$ cat src/hw/rtl/qred_pkg.sv
package qred_pkg;

   localparam int THR_W      = 15;
   localparam int QLEN_W     = 16;
   localparam int CAP_W      = 16;
   localparam int SEED_W     = 32;
   localparam int DIG_W      = 2;
   localparam int DEC_W      = 2;
   localparam int OP_W       = 2;
   localparam int RAND_LSB   = 16;
   localparam int LOWER_SHIFT = 3;
   localparam int UPPER_SHIFT = 5;

   localparam logic [THR_W-1:0]  THR_MAX   = 15'h7FFF;
   localparam logic [SEED_W-1:0] LCG_MUL   = 32'd1103515245;
   localparam logic [SEED_W-1:0] LCG_ADD   = 32'd12345;
   localparam logic [SEED_W-1:0] SEED_INIT = 32'd123456789;

   localparam logic [OP_W-1:0] OP_UPDATE = 2'd0;
   localparam logic [OP_W-1:0] OP_QUERY  = 2'd1;
   localparam logic [OP_W-1:0] OP_RESET  = 2'd2;

   localparam logic [DEC_W-1:0] DEC_PASS = 2'd0;
   localparam logic [DEC_W-1:0] DEC_PROB = 2'd1;
   localparam logic [DEC_W-1:0] DEC_FULL = 2'd2;

   localparam int CSR_AW = 3;
   localparam int CSR_DW = 32;
   localparam logic REG_QUEUE_CAPACITY = 1'b0;

   typedef struct packed {
      logic [OP_W-1:0]   op;
      logic [QLEN_W-1:0] queue_len;
   } req_word_type;

   typedef struct packed {
      logic [DEC_W-1:0] decision;
      logic [THR_W-1:0] drop_threshold;
      logic             drop_all;
   } rsp_word_type;

   typedef enum logic [2:0] {
      ST_IDLE,
      ST_EXEC,
      ST_DIV,
      ST_LCG,
      ST_FIN
   } state_type;

endpackage

$ cat src/hw/rtl/qred_div.sv
module qred_div import qred_pkg::*; #(
   parameter int W = 16
) (
   input  logic               clock,
   input  logic               reset,
   input  logic               start,
   input  logic [W+THR_W-1:0] num,
   input  logic [W-1:0]       den,
   output logic               done,
   output logic [THR_W-1:0]   quot
);

   localparam int STEPS = THR_W;
   localparam int CNT_W = $clog2(STEPS);

   logic [W-1:0]     rem_ff, rem_in;
   logic [THR_W-1:0] low_ff, low_in;
   logic [W-1:0]     den_ff, den_in;
   logic [CNT_W-1:0] cnt_ff, cnt_in;
   logic             busy_ff, busy_in;
   logic             done_ff, done_in;

   logic [W:0]   trial;
   logic [W+1:0] diff;
   logic         fits;
   logic         last;

   always_comb begin
      trial = {rem_ff, low_ff[THR_W-1]};
      diff  = {1'b0, trial} - {2'b00, den_ff};
      fits  = !diff[W+1];
      last  = (cnt_ff == CNT_W'(STEPS-1));

      rem_in  = rem_ff;
      low_in  = low_ff;
      den_in  = den_ff;
      cnt_in  = cnt_ff;
      busy_in = busy_ff;
      done_in = 1'b0;
      if (start) begin
         rem_in  = num[W+THR_W-1:THR_W];
         low_in  = num[THR_W-1:0];
         den_in  = den;
         cnt_in  = '0;
         busy_in = 1'b1;
      end else if (busy_ff) begin
         // shift in the next dividend bit, subtract when it fits
         rem_in = fits ? diff[W-1:0] : trial[W-1:0];
         low_in = {low_ff[THR_W-2:0], fits};
         cnt_in = cnt_ff + CNT_W'(1);
         if (last) begin
            busy_in = 1'b0;
            done_in = 1'b1;
         end
      end
   end

   always_ff @(posedge clock) begin
      if (reset) begin
         busy_ff <= 1'b0;
         done_ff <= 1'b0;
         cnt_ff  <= '0;
      end else begin
         busy_ff <= busy_in;
         done_ff <= done_in;
         cnt_ff  <= cnt_in;
      end
      rem_ff <= rem_in;
      low_ff <= low_in;
      den_ff <= den_in;
   end

   assign done = done_ff;
   assign quot = low_ff;

endmodule

$ cat src/hw/rtl/qred_lcg.sv
module qred_lcg import qred_pkg::*; (
   input  logic              clock,
   input  logic              reset,
   input  logic              start,
   input  logic [SEED_W-1:0] seed,
   output logic              done,
   output logic [SEED_W-1:0] next_seed
);

   localparam int STEPS = SEED_W / DIG_W;
   localparam int CNT_W = $clog2(STEPS);

   logic [SEED_W-1:0] mc_ff, mc_in;
   logic [SEED_W-1:0] mc3_ff, mc3_in;
   logic [SEED_W-1:0] dig_ff, dig_in;
   logic [SEED_W-1:0] acc_ff, acc_in;
   logic [CNT_W-1:0]  cnt_ff, cnt_in;
   logic              busy_ff, busy_in;
   logic              done_ff, done_in;

   logic [SEED_W-1:0] pp;
   logic              last;

   always_comb begin
      case (dig_ff[SEED_W-1 -: DIG_W])
         2'd0:    pp = '0;
         2'd1:    pp = mc_ff;
         2'd2:    pp = {mc_ff[SEED_W-2:0], 1'b0};
         default: pp = mc3_ff;
      endcase
      last = (cnt_ff == CNT_W'(STEPS-1));

      mc_in   = mc_ff;
      mc3_in  = mc3_ff;
      dig_in  = dig_ff;
      acc_in  = acc_ff;
      cnt_in  = cnt_ff;
      busy_in = busy_ff;
      done_in = 1'b0;
      if (start) begin
         mc_in   = seed;
         mc3_in  = seed + {seed[SEED_W-2:0], 1'b0};
         dig_in  = LCG_MUL;
         acc_in  = '0;
         cnt_in  = '0;
         busy_in = 1'b1;
      end else if (busy_ff) begin
         // one multiplier digit per cycle, most significant first
         acc_in = {acc_ff[SEED_W-DIG_W-1:0], {DIG_W{1'b0}}} + pp
                  + (last ? LCG_ADD : '0);
         dig_in = {dig_ff[SEED_W-DIG_W-1:0], {DIG_W{1'b0}}};
         cnt_in = cnt_ff + CNT_W'(1);
         if (last) begin
            busy_in = 1'b0;
            done_in = 1'b1;
         end
      end
   end

   always_ff @(posedge clock) begin
      if (reset) begin
         busy_ff <= 1'b0;
         done_ff <= 1'b0;
         cnt_ff  <= '0;
      end else begin
         busy_ff <= busy_in;
         done_ff <= done_in;
         cnt_ff  <= cnt_in;
      end
      mc_ff  <= mc_in;
      mc3_ff <= mc3_in;
      dig_ff <= dig_in;
      acc_ff <= acc_in;
   end

   assign done      = done_ff;
   assign next_seed = acc_ff;

endmodule

$ cat src/hw/rtl/queue_level_random_early_drop.sv
// Random early drop decider.
// req channel (valid/ready) takes one word: op and queue_len. Op update
// recomputes the drop threshold from queue_len and the capacity register,
// op query decides (drawing a random sample unless the full-drop flag is set),
// op reset clears the threshold and the full-drop flag. Every word yields
// one rsp word with decision, drop_threshold and full-drop flag.
// The capacity register is written over the APB port where paddr[2] is 0.
// One word is worked at a time. An update on the linear segment runs the
// 15-step serial divider, a query that draws a sample runs the 16-digit
// serial LCG multiplier; other words go from EXEC straight to FIN. The next
// word is taken once the result has been loaded into rsp.
// rsp is a register: a new word is accepted while a result waits, and
// its result is held back until the receiver takes the previous one.
// Reset clears the capacity, threshold and flag and loads the seed;
// the block is ready in the first cycle after reset.
module queue_level_random_early_drop import qred_pkg::*; #(
   parameter int QUEUE_LEN_BITS = 16
) (
   input  logic               clock,
   input  logic               reset,
   input  logic               req_valid,
   output logic               req_ready,
   input  req_word_type       req_word,
   output logic               rsp_valid,
   input  logic               rsp_ready,
   output rsp_word_type       rsp_word,
   input  logic               psel,
   input  logic               penable,
   input  logic               pwrite,
   input  logic [CSR_AW-1:0]  paddr,
   input  logic [CSR_DW-1:0]  pwdata,
   output logic [CSR_DW-1:0]  prdata,
   output logic               pready
);

   localparam int LEN_W = (QUEUE_LEN_BITS < QLEN_W) ? QUEUE_LEN_BITS : QLEN_W;

   state_type state_ff, state_in;

   logic [CAP_W-1:0]  cap_ff;
   logic [OP_W-1:0]   op_ff;
   logic [LEN_W-1:0]  len_ff;
   logic [THR_W-1:0]  thr_ff, thr_in;
   logic              flag_ff, flag_in;
   logic [SEED_W-1:0] seed_ff, seed_in;
   logic [DEC_W-1:0]  dec_ff, dec_in;
   logic              rsp_valid_ff;
   rsp_word_type      rsp_word_ff;

   logic [LEN_W-1:0]       cap_m, lower, upper, span, den;
   logic [LEN_W+THR_W-1:0] num;
   logic                   cap_zero, below, above, mid;

   logic              accept, slot_free;
   logic              div_start, div_done, lcg_start, lcg_done, rsp_load;
   logic [THR_W-1:0]  quot;
   logic [SEED_W-1:0] lcg_seed;
   logic              csr_write, reg_sel;

   // configuration
   assign pready    = 1'b1;
   assign reg_sel   = paddr[CSR_AW-1];
   assign csr_write = psel && penable && pwrite;
   assign prdata    = (reg_sel == REG_QUEUE_CAPACITY) ? CSR_DW'(cap_ff) : '0;

   // threshold segment bounds
   always_comb begin
      cap_m    = cap_ff[LEN_W-1:0];
      lower    = cap_m >> LOWER_SHIFT;
      upper    = cap_m - (cap_m >> UPPER_SHIFT);
      cap_zero = (cap_m == '0);
      below    = (len_ff < lower);
      above    = (len_ff >= upper);
      mid      = !cap_zero && !below && !above;
      span     = len_ff - lower;
      den      = upper - lower;
      num      = {span, {THR_W{1'b0}}} - (LEN_W+THR_W)'(span);
   end

   assign accept    = req_valid && req_ready;
   assign slot_free = !rsp_valid_ff || rsp_ready;

   // next state
   always_comb begin
      state_in = state_ff;
      case (state_ff)
         ST_IDLE: begin
            if (req_valid) state_in = ST_EXEC;
         end
         ST_EXEC: begin
            if (op_ff == OP_UPDATE && mid) state_in = ST_DIV;
            else if (op_ff == OP_QUERY && !flag_ff) state_in = ST_LCG;
            else state_in = ST_FIN;
         end
         ST_DIV: begin
            if (div_done) state_in = ST_FIN;
         end
         ST_LCG: begin
            if (lcg_done) state_in = ST_FIN;
         end
         ST_FIN: begin
            if (slot_free) state_in = ST_IDLE;
         end
         default: state_in = ST_IDLE;
      endcase
   end

   // state outputs
   always_comb begin
      req_ready = 1'b0;
      div_start = 1'b0;
      lcg_start = 1'b0;
      rsp_load  = 1'b0;
      case (state_ff)
         ST_IDLE: req_ready = 1'b1;
         ST_EXEC: begin
            div_start = (op_ff == OP_UPDATE) && mid;
            lcg_start = (op_ff == OP_QUERY) && !flag_ff;
         end
         ST_FIN:  rsp_load = slot_free;
         default: ;
      endcase
   end

   // policy state
   always_comb begin
      thr_in  = thr_ff;
      flag_in = flag_ff;
      seed_in = seed_ff;
      dec_in  = dec_ff;
      case (state_ff)
         ST_EXEC: begin
            dec_in = DEC_PASS;
            case (op_ff)
               OP_UPDATE: begin
                  if (cap_zero || above) begin
                     thr_in  = THR_MAX;
                     flag_in = 1'b1;
                  end else if (below) begin
                     thr_in  = '0;
                     flag_in = 1'b0;
                  end else begin
                     flag_in = 1'b0;
                  end
               end
               OP_QUERY: begin
                  if (flag_ff) dec_in = DEC_FULL;
               end
               OP_RESET: begin
                  thr_in  = '0;
                  flag_in = 1'b0;
               end
               default: ;
            endcase
         end
         ST_DIV: begin
            if (div_done) thr_in = quot;
         end
         ST_LCG: begin
            if (lcg_done) begin
               seed_in = lcg_seed;
               dec_in  = (lcg_seed[RAND_LSB +: THR_W] < thr_ff) ? DEC_PROB : DEC_PASS;
            end
         end
         default: ;
      endcase
   end

   always_ff @(posedge clock) begin
      if (reset) begin
         state_ff     <= ST_IDLE;
         cap_ff       <= '0;
         thr_ff       <= '0;
         flag_ff      <= 1'b0;
         seed_ff      <= SEED_INIT;
         rsp_valid_ff <= 1'b0;
      end else begin
         state_ff <= state_in;
         thr_ff   <= thr_in;
         flag_ff  <= flag_in;
         seed_ff  <= seed_in;
         if (csr_write && reg_sel == REG_QUEUE_CAPACITY) cap_ff <= pwdata[CAP_W-1:0];
         if (rsp_load) rsp_valid_ff <= 1'b1;
         else if (rsp_ready) rsp_valid_ff <= 1'b0;
      end
      dec_ff <= dec_in;
      if (accept) begin
         op_ff  <= req_word.op;
         len_ff <= req_word.queue_len[LEN_W-1:0];
      end
      if (rsp_load) begin
         rsp_word_ff <= '{decision: dec_ff, drop_threshold: thr_ff, drop_all: flag_ff};
      end
   end

   qred_div #(
      .W(LEN_W)
   ) u_div (
      .clock (clock),
      .reset (reset),
      .start (div_start),
      .num   (num),
      .den   (den),
      .done  (div_done),
      .quot  (quot)
   );

   qred_lcg u_lcg (
      .clock     (clock),
      .reset     (reset),
      .start     (lcg_start),
      .seed      (seed_ff),
      .done      (lcg_done),
      .next_seed (lcg_seed)
   );

   assign rsp_valid = rsp_valid_ff;
   assign rsp_word  = rsp_word_ff;

endmodule

$ cat config.mk
export PLATFORM = sky130hd
export DESIGN_NAME = queue_level_random_early_drop
export DESIGN_NICKNAME = d
export VERILOG_FILES = /design/src/hw/rtl/qred_pkg.sv /design/src/hw/rtl/qred_div.sv /design/src/hw/rtl/qred_lcg.sv /design/src/hw/rtl/queue_level_random_early_drop.sv
export SDC_FILE = /design/constraint.sdc
export NUM_CORES = 1
export LEC_CHECK = 0
export ABC_AREA = 0
export BUFFER_PORTS_ARGS = -buffer_cell sky130_fd_sc_hd__buf_2
export CORE_AREA = 2 2 217 219
export CTS_CLUSTER_SIZE = 16
export DETAILED_ROUTE_END_ITERATION = 10
export DIE_AREA = 0 0 219 221
export GPL_TIMING_DRIVEN = 0
export PLACE_DENSITY = 0.65
export SETUP_SLACK_MARGIN = 0.5
export SLEW_MARGIN = 20
export SYNTH_ARGS = -nofsm -noshare
export SYNTH_HDL_FRONTEND = slang
export SYNTH_SLANG_ARGS = --single-unit
$ cat constraint.sdc
create_clock -name clock -period 6.5 [get_ports clock]
set_input_delay 0.975 -clock clock [delete_from_list [all_inputs] [get_ports clock]]
set_output_delay 0.975 -clock clock [all_outputs]
set_load 0.01 [all_outputs]
==> metrics, run 1 <==
XOR/XNOR Fraction of Synth Area=0.0535; Hold Crit Start=dec_ff[0]$_SDFFCE_PP0P_; Seq/Total Area, Yosys=0.389; WL/cell=17.3 um; CP top delay family=compound AO/OA/AOI/OAI gates; final setup violation count=0; Yosys top cell by area=edfxtp_1; Comb power frac=0.335; via total after detailed routing=14641; RR Endpoint=u_div.rem_ff[0]$_DFFE_PP_; Clock Skews=0.0301 ns; crit path DAT=6.02 ns; Placer Congestion=0.915; Net Sw Frac=0.344; Worst-Skew Late Latency=0.56 ns; Final Slew Violations=0; worst reg-to-reg path cell count=23; IO Pins=113; Synth cell types=86; DR DRC count=0; ys flop type=edfxtp_1; gr ovfl total=0; GRT Overall Usage=0.191; adder-cell share of the synthesized area=0.127; Die W=219 um; syn_area_per_cell=9.45 um2; drt first pass iters=7; minimum hold slack=0.426 ns; Switch Pwr=0.00223 W; largest family of logic cells by synthesized area=compound AO/OA/AOI/OAI gates; CP Depth=23; DRT iter0 DRCs=899; status=completed; initial antenna violation count=1; # hold bufs at CTS=0; RSZ-0062 raised after global routing=true; CTS sink cnt=283; port buffer count=76; Clock Pin Slew Worst Setup and Hold Paths=0.06 ns; CP bufs+invs=5; mux share of post-synthesis cell area=0.0486; Slowest-stage cell, CP=dfxtp_1; required time of the critical path=6.74 ns; ys async rst share=0; Synth Area in Simple Gates=0.161; H-Tree Depth=2; CTS Buffer Depth=3; chip height=221 um; CTS root buffer=clkbuf_16; commonest cells after routing, fill and taps aside=nand2_1, nor2_1, ha_1; CP endpoint kind=flip-flop; warnings from Yosys=0; Max Fclk=0.173 GHz; r2r setup slk=0.72 ns; Least-Margin Pin Slew=1.01 ns; CTS Buf Count=34; HP Class=flip-flop to flip-flop; Pleak=8.29 nW; max incr delay on CP=0.43 ns; Tcrit/Tclk final=0.890; Rel. slew slack=0.320; Critical Path Source=cap_ff[5]$_SDFFE_PP0P_; layout net count=2308; share of layout cells above drive strength 1=0.115; Crit Path Category=flip-flop to flip-flop; Critical Path Fanout Max=16; worst vdd ir=0.000220 V; Post-Route WL=46.6 mm; final hold vios=0; pwr dens=311 nW/um2; area share of the largest cell type after synthesis=0.240; synthesis-to-finish area growth=13.6%; top cells by area, synth=edfxtp_1, dfxtp_1, ha_1, nand2_1, xnor2_1; ANT cells=0; CP Cell Sequence=ha_1 -> inv_1 -> fa_1 -> a21o_1 -> a21oi_1 -> o21bai_1 -> a211o_1 -> a31oi_1 -> a21boi_0 -> or3_1 -> xnor2_1 -> inv_1 -> ha_1 -> nand4_1 -> nor2_1 -> a21oi_1 -> o2111ai_1 -> a21oi_2 -> or3b_1 -> buf_4 -> buf_4 -> buf_2 -> nand2_8; Clock Power Share=0.309; Compound-Gate Fraction of Synth Area=0.171; number of synthesized flops with an enable pin=146; largest net degree at the start of global routing=34; Startpoint Class=flip-flop; Yosys reg bits=283; CTS tree=done; cell row count=79; commonest non-fill, non-tap cell in the layout=nand2_1; die area=48400 um2; vias per std cell=5.42; Seq pwr share=0.356; fill count=4453; Reg-to-Reg Start=cap_ff[5]$_SDFFE_PP0P_; area of the mapped netlist=18300 um2; Max-cap violations=0; fin cells=2701; post-placement cell count=2637; Internal Power=0.00425 W; Final ANT Viol Nets=0; critical path capture point=u_div.rem_ff[0]$_DFFE_PP_; Post-Synthesis Cells=1937; first-pass GRT wire length=74.3 mm; Final Critical Period=5.78 ns; Initial Util=0.397; vias in the first global route=14005; DP Wirelength=36.1 mm; core area=46100 um2
## power groups by stage
stage	combinational, W	clock [W]	sequential (W)
after floorplan	0.00167	0	0.00225
after global placement	0.00208	0	0.00234
after detailed placement	0.00212	0	0.00234
after CTS	0.00215	0.00203	0.00230
after global routing	0.00243	0.00210	0.00232
final	0.00217	0.00200	0.00230
## sequential cells by signal (all words and copies together) (netlist names)
| register | count |
|---|---|
| thr_ff | 15 |
| u_div.rem_ff | 16 |
| u_lcg.dig_ff | 27 |
| u_lcg.cnt_ff | 4 |
| u_div.den_ff | 16 |
| u_lcg.done | 1 |
| u_div.quot | 15 |
| op_ff | 2 |
| dec_ff | 2 |
| rsp_word | 18 |
| u_lcg.mc3_ff | 31 |
| flag_ff | 1 |
| seed_ff | 31 |
| state_ff | 3 |
| len_ff | 16 |
| u_lcg.next_seed | 31 |
| rsp_valid | 1 |
| u_div.done | 1 |
| u_lcg.mc_ff | 30 |
| u_lcg.busy_ff | 1 |
| cap_ff | 16 |
| u_div.cnt_ff | 4 |
| u_div.busy_ff | 1 |
## Yosys cell counts (16+ instances only)
cell type	number
nand2_1	199
nor2_1	173
ha_1	170
edfxtp_1	146
dfxtp_1	137
a21oi_1	123
inv_1	112
xnor2_1	79
o21ai_0	58
mux2i_1	54
a21o_1	49
clkbuf_1	47
nand3_1	44
nor3_1	38
mux2_2	31
xor2_1	31
nor2b_1	28
buf_4	27
a211oi_1	25
a22o_1	24
and3_1	24
nand3b_1	21
nand4_1	19
nand2b_1	17
o21a_1	16
## cell families (layout without fill, tap and decap cells)
group	after synthesis	in the layout
xor+xnor	111	111
flops	283	283
other cells	2	17
fa+ha+maj	180	180
simple gates	623	624
compound gates	447	447
mux	85	85
buf+inv	206	347
## worst min-delay path by stage
stage | to | slack (ns) | cells after the start
floorplan | rsp_word[16]$_DFFE_PP_ | 0.40 | 0
CTS | rsp_word[16]$_DFFE_PP_ | 0.43 | 0
global route | rsp_word[16]$_DFFE_PP_ | 0.44 | 0
global placement | rsp_word[17]$_DFFE_PP_ | 0.41 | 0
detailed placement | rsp_word[16]$_DFFE_PP_ | 0.41 | 0
finish | rsp_word[16]$_DFFE_PP_ | 0.43 | 0
## area by class of cell
type,count,area (um2),area share
Sequential cell,283,7130,0.343
Clock inverter,19,255,0.0123
Timing Repair Buffer,79,428,0.0206
Inverter,113,427,0.0205
Multi-Input combinational cell,1464,10400,0.499
Tap cell,607,759,0.0365
Clock buffer,43,938,0.0451
Buffer,93,470,0.0226
## per-stage QoR
step | utilization | setup WS [ns] | area, um2 | setup TNS (ns) | total power, W
2_1_floorplan | - | 1.21 | 18400 | 0 | 0.00391
3_3_place_gp | 0.423 | -0.112 | 19500 | -3.44 | 0.00441
3_5_place_dp | 0.424 | 0.279 | 19500 | 0 | 0.00446
4_1_cts | 0.450 | 0.614 | 20700 | 0 | 0.00647
5_1_grt | 0.451 | 0.474 | 20800 | 0 | 0.00686
6_report | 0.451 | 0.718 | 20800 | 0 | 0.00647
## repair_timing
action | CTS | global route
pin swaps | 0 | 1
setup endpoints to repair | 31 | 68
gates resized for setup | 2 | 3
cloned | 0 | 1
setup buffers | 0 | 1
## metal layers
metal / wire length [um] / vias up / GRT usage
met2: 20600 / 411 / 0.299
met5: 13 / - / 0
met3: 2690 / 76 / 0.0294
li1: - / 7256 / -
met1: 22300 / 6896 / 0.274
met4: 993 / 2 / 0.0488
Note: power is estimated with default switching activity, not from simulation.
==> inputs of run 2 (changes only) <==
Settings changed: CTS_BUF_LIST from default to sky130_fd_sc_hd__clkbuf_4 sky130_fd_sc_hd__clkbuf_8 sky130_fd_sc_hd__clkbuf_16.
==> metrics, run 2 (synthesis results as in run 1) <==
status=completed; WL/cell=17.3 um; Clock Pin Slew Worst Setup and Hold Paths=0.06 ns; DP Wirelength=36.1 mm; CTS Buf Count=34; HP Class=flip-flop to flip-flop; via total after detailed routing=14618; Slowest-stage cell, CP=dfxtp_1; DRT iter0 DRCs=887; worst vdd ir=0.000220 V; core area=46100 um2; H-Tree Depth=2; Max-cap violations=0; CTS Buffer Depth=3; GRT Overall Usage=0.191; CTS tree=done; DR DRC count=0; Least-Margin Pin Slew=1.02 ns; Tcrit/Tclk final=0.889; Final Slew Violations=0; Worst-Skew Late Latency=0.56 ns; CP endpoint kind=flip-flop; Rel. slew slack=0.310; fill count=4449; port buffer count=76; chip height=221 um; Max Fclk=0.173 GHz; Post-Route WL=46.6 mm; area of the multi-input gates=10400 um2; ANT cells=0; Area after DPL=19500 um2; Initial Util=0.397; final instance area=20800 um2; cell row count=79; largest net degree at the start of global routing=34; synthesis-to-finish area growth=13.7%; commonest non-fill, non-tap cell in the layout=nand2_1; minimum hold slack=0.426 ns; vias in the first global route=14003; IO Pins=113; register cell area after layout=7130 um2; layout net count=2308; Placer Congestion=0.915; gr ovfl total=0; vias per std cell=5.41; Clock Skews=0.0293 ns; Startpoint Class=flip-flop; required time of the critical path=6.74 ns; Critical Path Fanout Max=16; Final ANT Viol Nets=0; pwr dens=312 nW/um2; CTS sink cnt=283; CP top delay family=compound AO/OA/AOI/OAI gates; CP Cell Sequence=ha_1 -> inv_1 -> fa_1 -> a21o_1 -> a21oi_1 -> o21bai_1 -> a211o_1 -> a31oi_1 -> a21boi_0 -> or3_1 -> xnor2_1 -> inv_1 -> ha_1 -> nand4_1 -> nor2_1 -> a21oi_1 -> o2111ai_1 -> a21oi_2 -> or3b_1 -> buf_4 -> buf_4 -> buf_2 -> nand2_8; first-pass GRT wire length=74.3 mm; CTS root buffer=clkbuf_16; Pleak=8.30 nW; # hold bufs at CTS=0; CP bufs+invs=5; commonest cells after routing, fill and taps aside=nand2_1, nor2_1, ha_1; RSZ-0062 raised after global routing=true; Final Critical Period=5.78 ns; share of layout cells above drive strength 1=0.117; Crit Path Category=flip-flop to flip-flop; initial antenna violation count=1; max incr delay on CP=0.43 ns; final setup violation count=0; Die W=219 um; Setup TNS=0 ns; drt first pass iters=7; final hold vios=0; die area=48400 um2; crit path DAT=6.02 ns
## run 2: cell counts in the layout (fill, tap and decap cells not counted)
Identical to the previous run, type by type.
## run 2: cell type report
cell class | instances | share of cell area
Buffer | 93 | 0.0226
Clock buffer | 43 | 0.0461
Clock inverter | 19 | 0.0123
Inverter | 113 | 0.0205
Multi-Input combinational cell | 1464 | 0.499
Sequential cell | 283 | 0.342
Tap cell | 607 | 0.0365
Timing Repair Buffer | 79 | 0.0206
## run 2: routing by layer
layer	GRT usage	share of wire
met5	0	0.00028
met1	0.274	0.48
met3	0.0294	0.058
met2	0.299	0.44
met4	0.0488	0.021
## run 2: power breakdown
part	internal, W	leakage (nW)	switching [W]	total, W
sequential	0.00210	2.38	0.000198	0.00230
clock	0.00122	0.592	0.000800	0.00202
combinational	0.000941	5.33	0.00123	0.00217
## run 2: worst paths after layout
| check | from | end | slack, ns | depth (start not counted) |
|---|---|---|---|---|
| worst max-delay path | cap_ff[5]$_SDFFE_PP0P_ | u_div.rem_ff[0]$_DFFE_PP_ | 0.72 | 23 |
| worst min-delay path | dec_ff[0]$_SDFFCE_PP0P_ | rsp_word[16]$_DFFE_PP_ | 0.43 | 0 |
| worst min register to register | dec_ff[0]$_SDFFCE_PP0P_ | rsp_word[16]$_DFFE_PP_ | 0.43 | 0 |
| worst max register to register | cap_ff[5]$_SDFFE_PP0P_ | u_div.rem_ff[0]$_DFFE_PP_ | 0.72 | 23 |
## run 2: repair_timing
item	in CTS	in global routing
pin swaps	0	1
hold endpoints to repair	0	0
gates cloned	0	1
resized for setup	2	3
endpoints found under the setup margin	31	68
buffers inserted	0	1
## run 2: through the flow
stage / util / std cells / setup slack (ns) / total power, W
6_report: 0.452 / 2701 / 0.719 / 0.00650
3_5_place_dp: 0.424 / 2637 / 0.279 / 0.00446
2_1_floorplan: - / 1952 / 1.21 / 0.00391
3_3_place_gp: 0.423 / 2635 / -0.112 / 0.00441
5_1_grt: 0.452 / 2701 / 0.474 / 0.00688
4_1_cts: 0.451 / 2699 / 0.614 / 0.00650
==> inputs of run 3 (changes only) <==
Settings changed: CELL_PAD_IN_SITES_DETAIL_PLACEMENT from default to 0, CELL_PAD_IN_SITES_GLOBAL_PLACEMENT from default to 1, PLACE_DENSITY 0.65 to 0.78.
==> metrics, run 3 (synthesis results as in run 1) <==
pwr dens=313 nW/um2; pre-CTS setup slack=0.326 ns; DRT iter0 DRCs=957; HP Class=flip-flop to flip-flop; Post-Route WL=48.1 mm; CP bufs+invs=5; CTS Buf Count=34; layout net count=2307; WL/cell=17.8 um; IO Pins=113; max incr delay on CP=0.42 ns; required time of the critical path=6.73 ns; post-CTS setup buffers=0; gr ovfl total=0; Hold Crit Start=dec_ff[1]$_SDFFCE_PP0P_; Final Critical Period=5.70 ns; Die W=219 um; vias in the first global route=14281; H-Tree Depth=2; final setup violation count=0; post-placement cell count=2637; crit path DAT=5.93 ns; DR DRC count=0; Pleak=8.30 nW; DP Wirelength=37.4 mm; Final Slew Violations=0; Setup TNS=0 ns; CP endpoint kind=flip-flop; status=completed; fin cells=2700; Worst-Skew Late Latency=0.55 ns; GRT Overall Usage=0.196; synthesis-to-finish area growth=13.5%; final hold vios=0; Rel. slew slack=0.283; commonest non-fill, non-tap cell in the layout=nand2_1; # hold bufs at CTS=0; core area=46100 um2; initial antenna violation count=0; drt first pass iters=6; Startpoint Class=flip-flop; Clock Skews=0.0130 ns; Critical Path Source=cap_ff[5]$_SDFFE_PP0P_; die area=48400 um2; Final Power=0.00650 W; RSZ-0062 raised after global routing=false; Crit Path Category=flip-flop to flip-flop; port buffer count=76; CTS root buffer=clkbuf_16; Least-Margin Pin Slew=1.07 ns; Final ANT Viol Nets=0; vias per std cell=5.44; Reg-to-Reg Start=cap_ff[5]$_SDFFE_PP0P_; Tcrit/Tclk final=0.876; chip height=221 um; CTS Buffer Depth=3; setup ws final=0.804 ns; Critical Path Fanout Max=15; CP Cell Sequence=ha_1 -> inv_1 -> fa_1 -> a21o_1 -> a21oi_1 -> o21bai_1 -> a211o_1 -> a31oi_1 -> a21boi_0 -> or3_1 -> xnor2_2 -> inv_1 -> ha_1 -> a21oi_1 -> nor2b_1 -> o21ai_0 -> o2111ai_1 -> a21oi_2 -> or3b_1 -> buf_4 -> buf_4 -> buf_2 -> nand2_4; cell row count=79; CP top delay family=compound AO/OA/AOI/OAI gates; Initial Util=0.397; largest net degree at the start of global routing=32; CTS sink cnt=283; Max-cap violations=0; Max Fclk=0.176 GHz; Clock Pin Slew Worst Setup and Hold Paths=0.06 ns; Placer Congestion=0.892; share of layout cells above drive strength 1=0.115; commonest cells after routing, fill and taps aside=nand2_1, nor2_1, ha_1; worst vdd ir=0.000215 V; Slowest-stage cell, CP=dfxtp_1; first-pass GRT wire length=75.6 mm; ANT cells=0; CTS tree=done; via total after detailed routing=14679
run 3: final timing paths:
kind / end / depth (start not counted) / slack (ns)
worst max-delay path: u_div.quot[3]$_DFFE_PP_ / 23 / 0.80
worst min-delay path: rsp_word[17]$_DFFE_PP_ / 0 / 0.42
worst min register to register: rsp_word[17]$_DFFE_PP_ / 0 / 0.42
worst max register to register: u_div.quot[3]$_DFFE_PP_ / 23 / 0.80
run 3: area by class of cell:
| class | instances | area (um2) |
|---|---|---|
| timing repair buffer | 78 | 420 |
| clock buffer | 40 | 931 |
| buffer | 93 | 469 |
| fill | 4449 | 25300 |
| tap | 607 | 759 |
| sequential | 283 | 7130 |
| clock inverter | 22 | 256 |
| inverter | 113 | 427 |
| multi-input combinational | 1464 | 10400 |
run 3: worst reg2reg max path, delay by kind of cell, from the launching register on:
kind                     cells  cell delay (ns)
flip-flops                   1             0.42
XOR/XNOR                     1             0.22
AO/OA/AOI/OAI               10             2.17
buffers and inverters        5             0.73
AND/OR/NAND/NOR              4             1.05
adder cells (fa/ha/maj)      3             0.78
run 3: stage by stage:
step | utilization | cell area [um2] | hold slack [ns]
after global placement | 0.423 | 19500 | 0.412
after detailed placement | 0.424 | 19500 | 0.411
after floorplan | - | 18400 | 0.400
final | 0.451 | 20800 | 0.418
after CTS | 0.450 | 20700 | 0.420
after global routing | 0.451 | 20800 | 0.431
run 3: metal layers:
layer,part of all wire,GRT usage
met3,0.051,0.0252
met4,0.025,0.0636
met2,0.46,0.318
met5,0,0
met1,0.47,0.270
run 3: power breakdown:
group          leakage, nW  switching (W)  total (W)  internal [W]
registers             2.38       0.000196    0.00230       0.00210
logic                 5.33        0.00123    0.00217      0.000938
clock network        0.587       0.000792    0.00203       0.00123
total                 8.30        0.00222    0.00650       0.00428
run 3: what timing repair did:
| action | 4_1_cts | 5_1_grt |
|---|---|---|
| pin swaps | 0 | 1 |
| resized for setup | 1 | 3 |
| cloned | 0 | 1 |
| endpoints found under the setup margin | 31 | 61 |
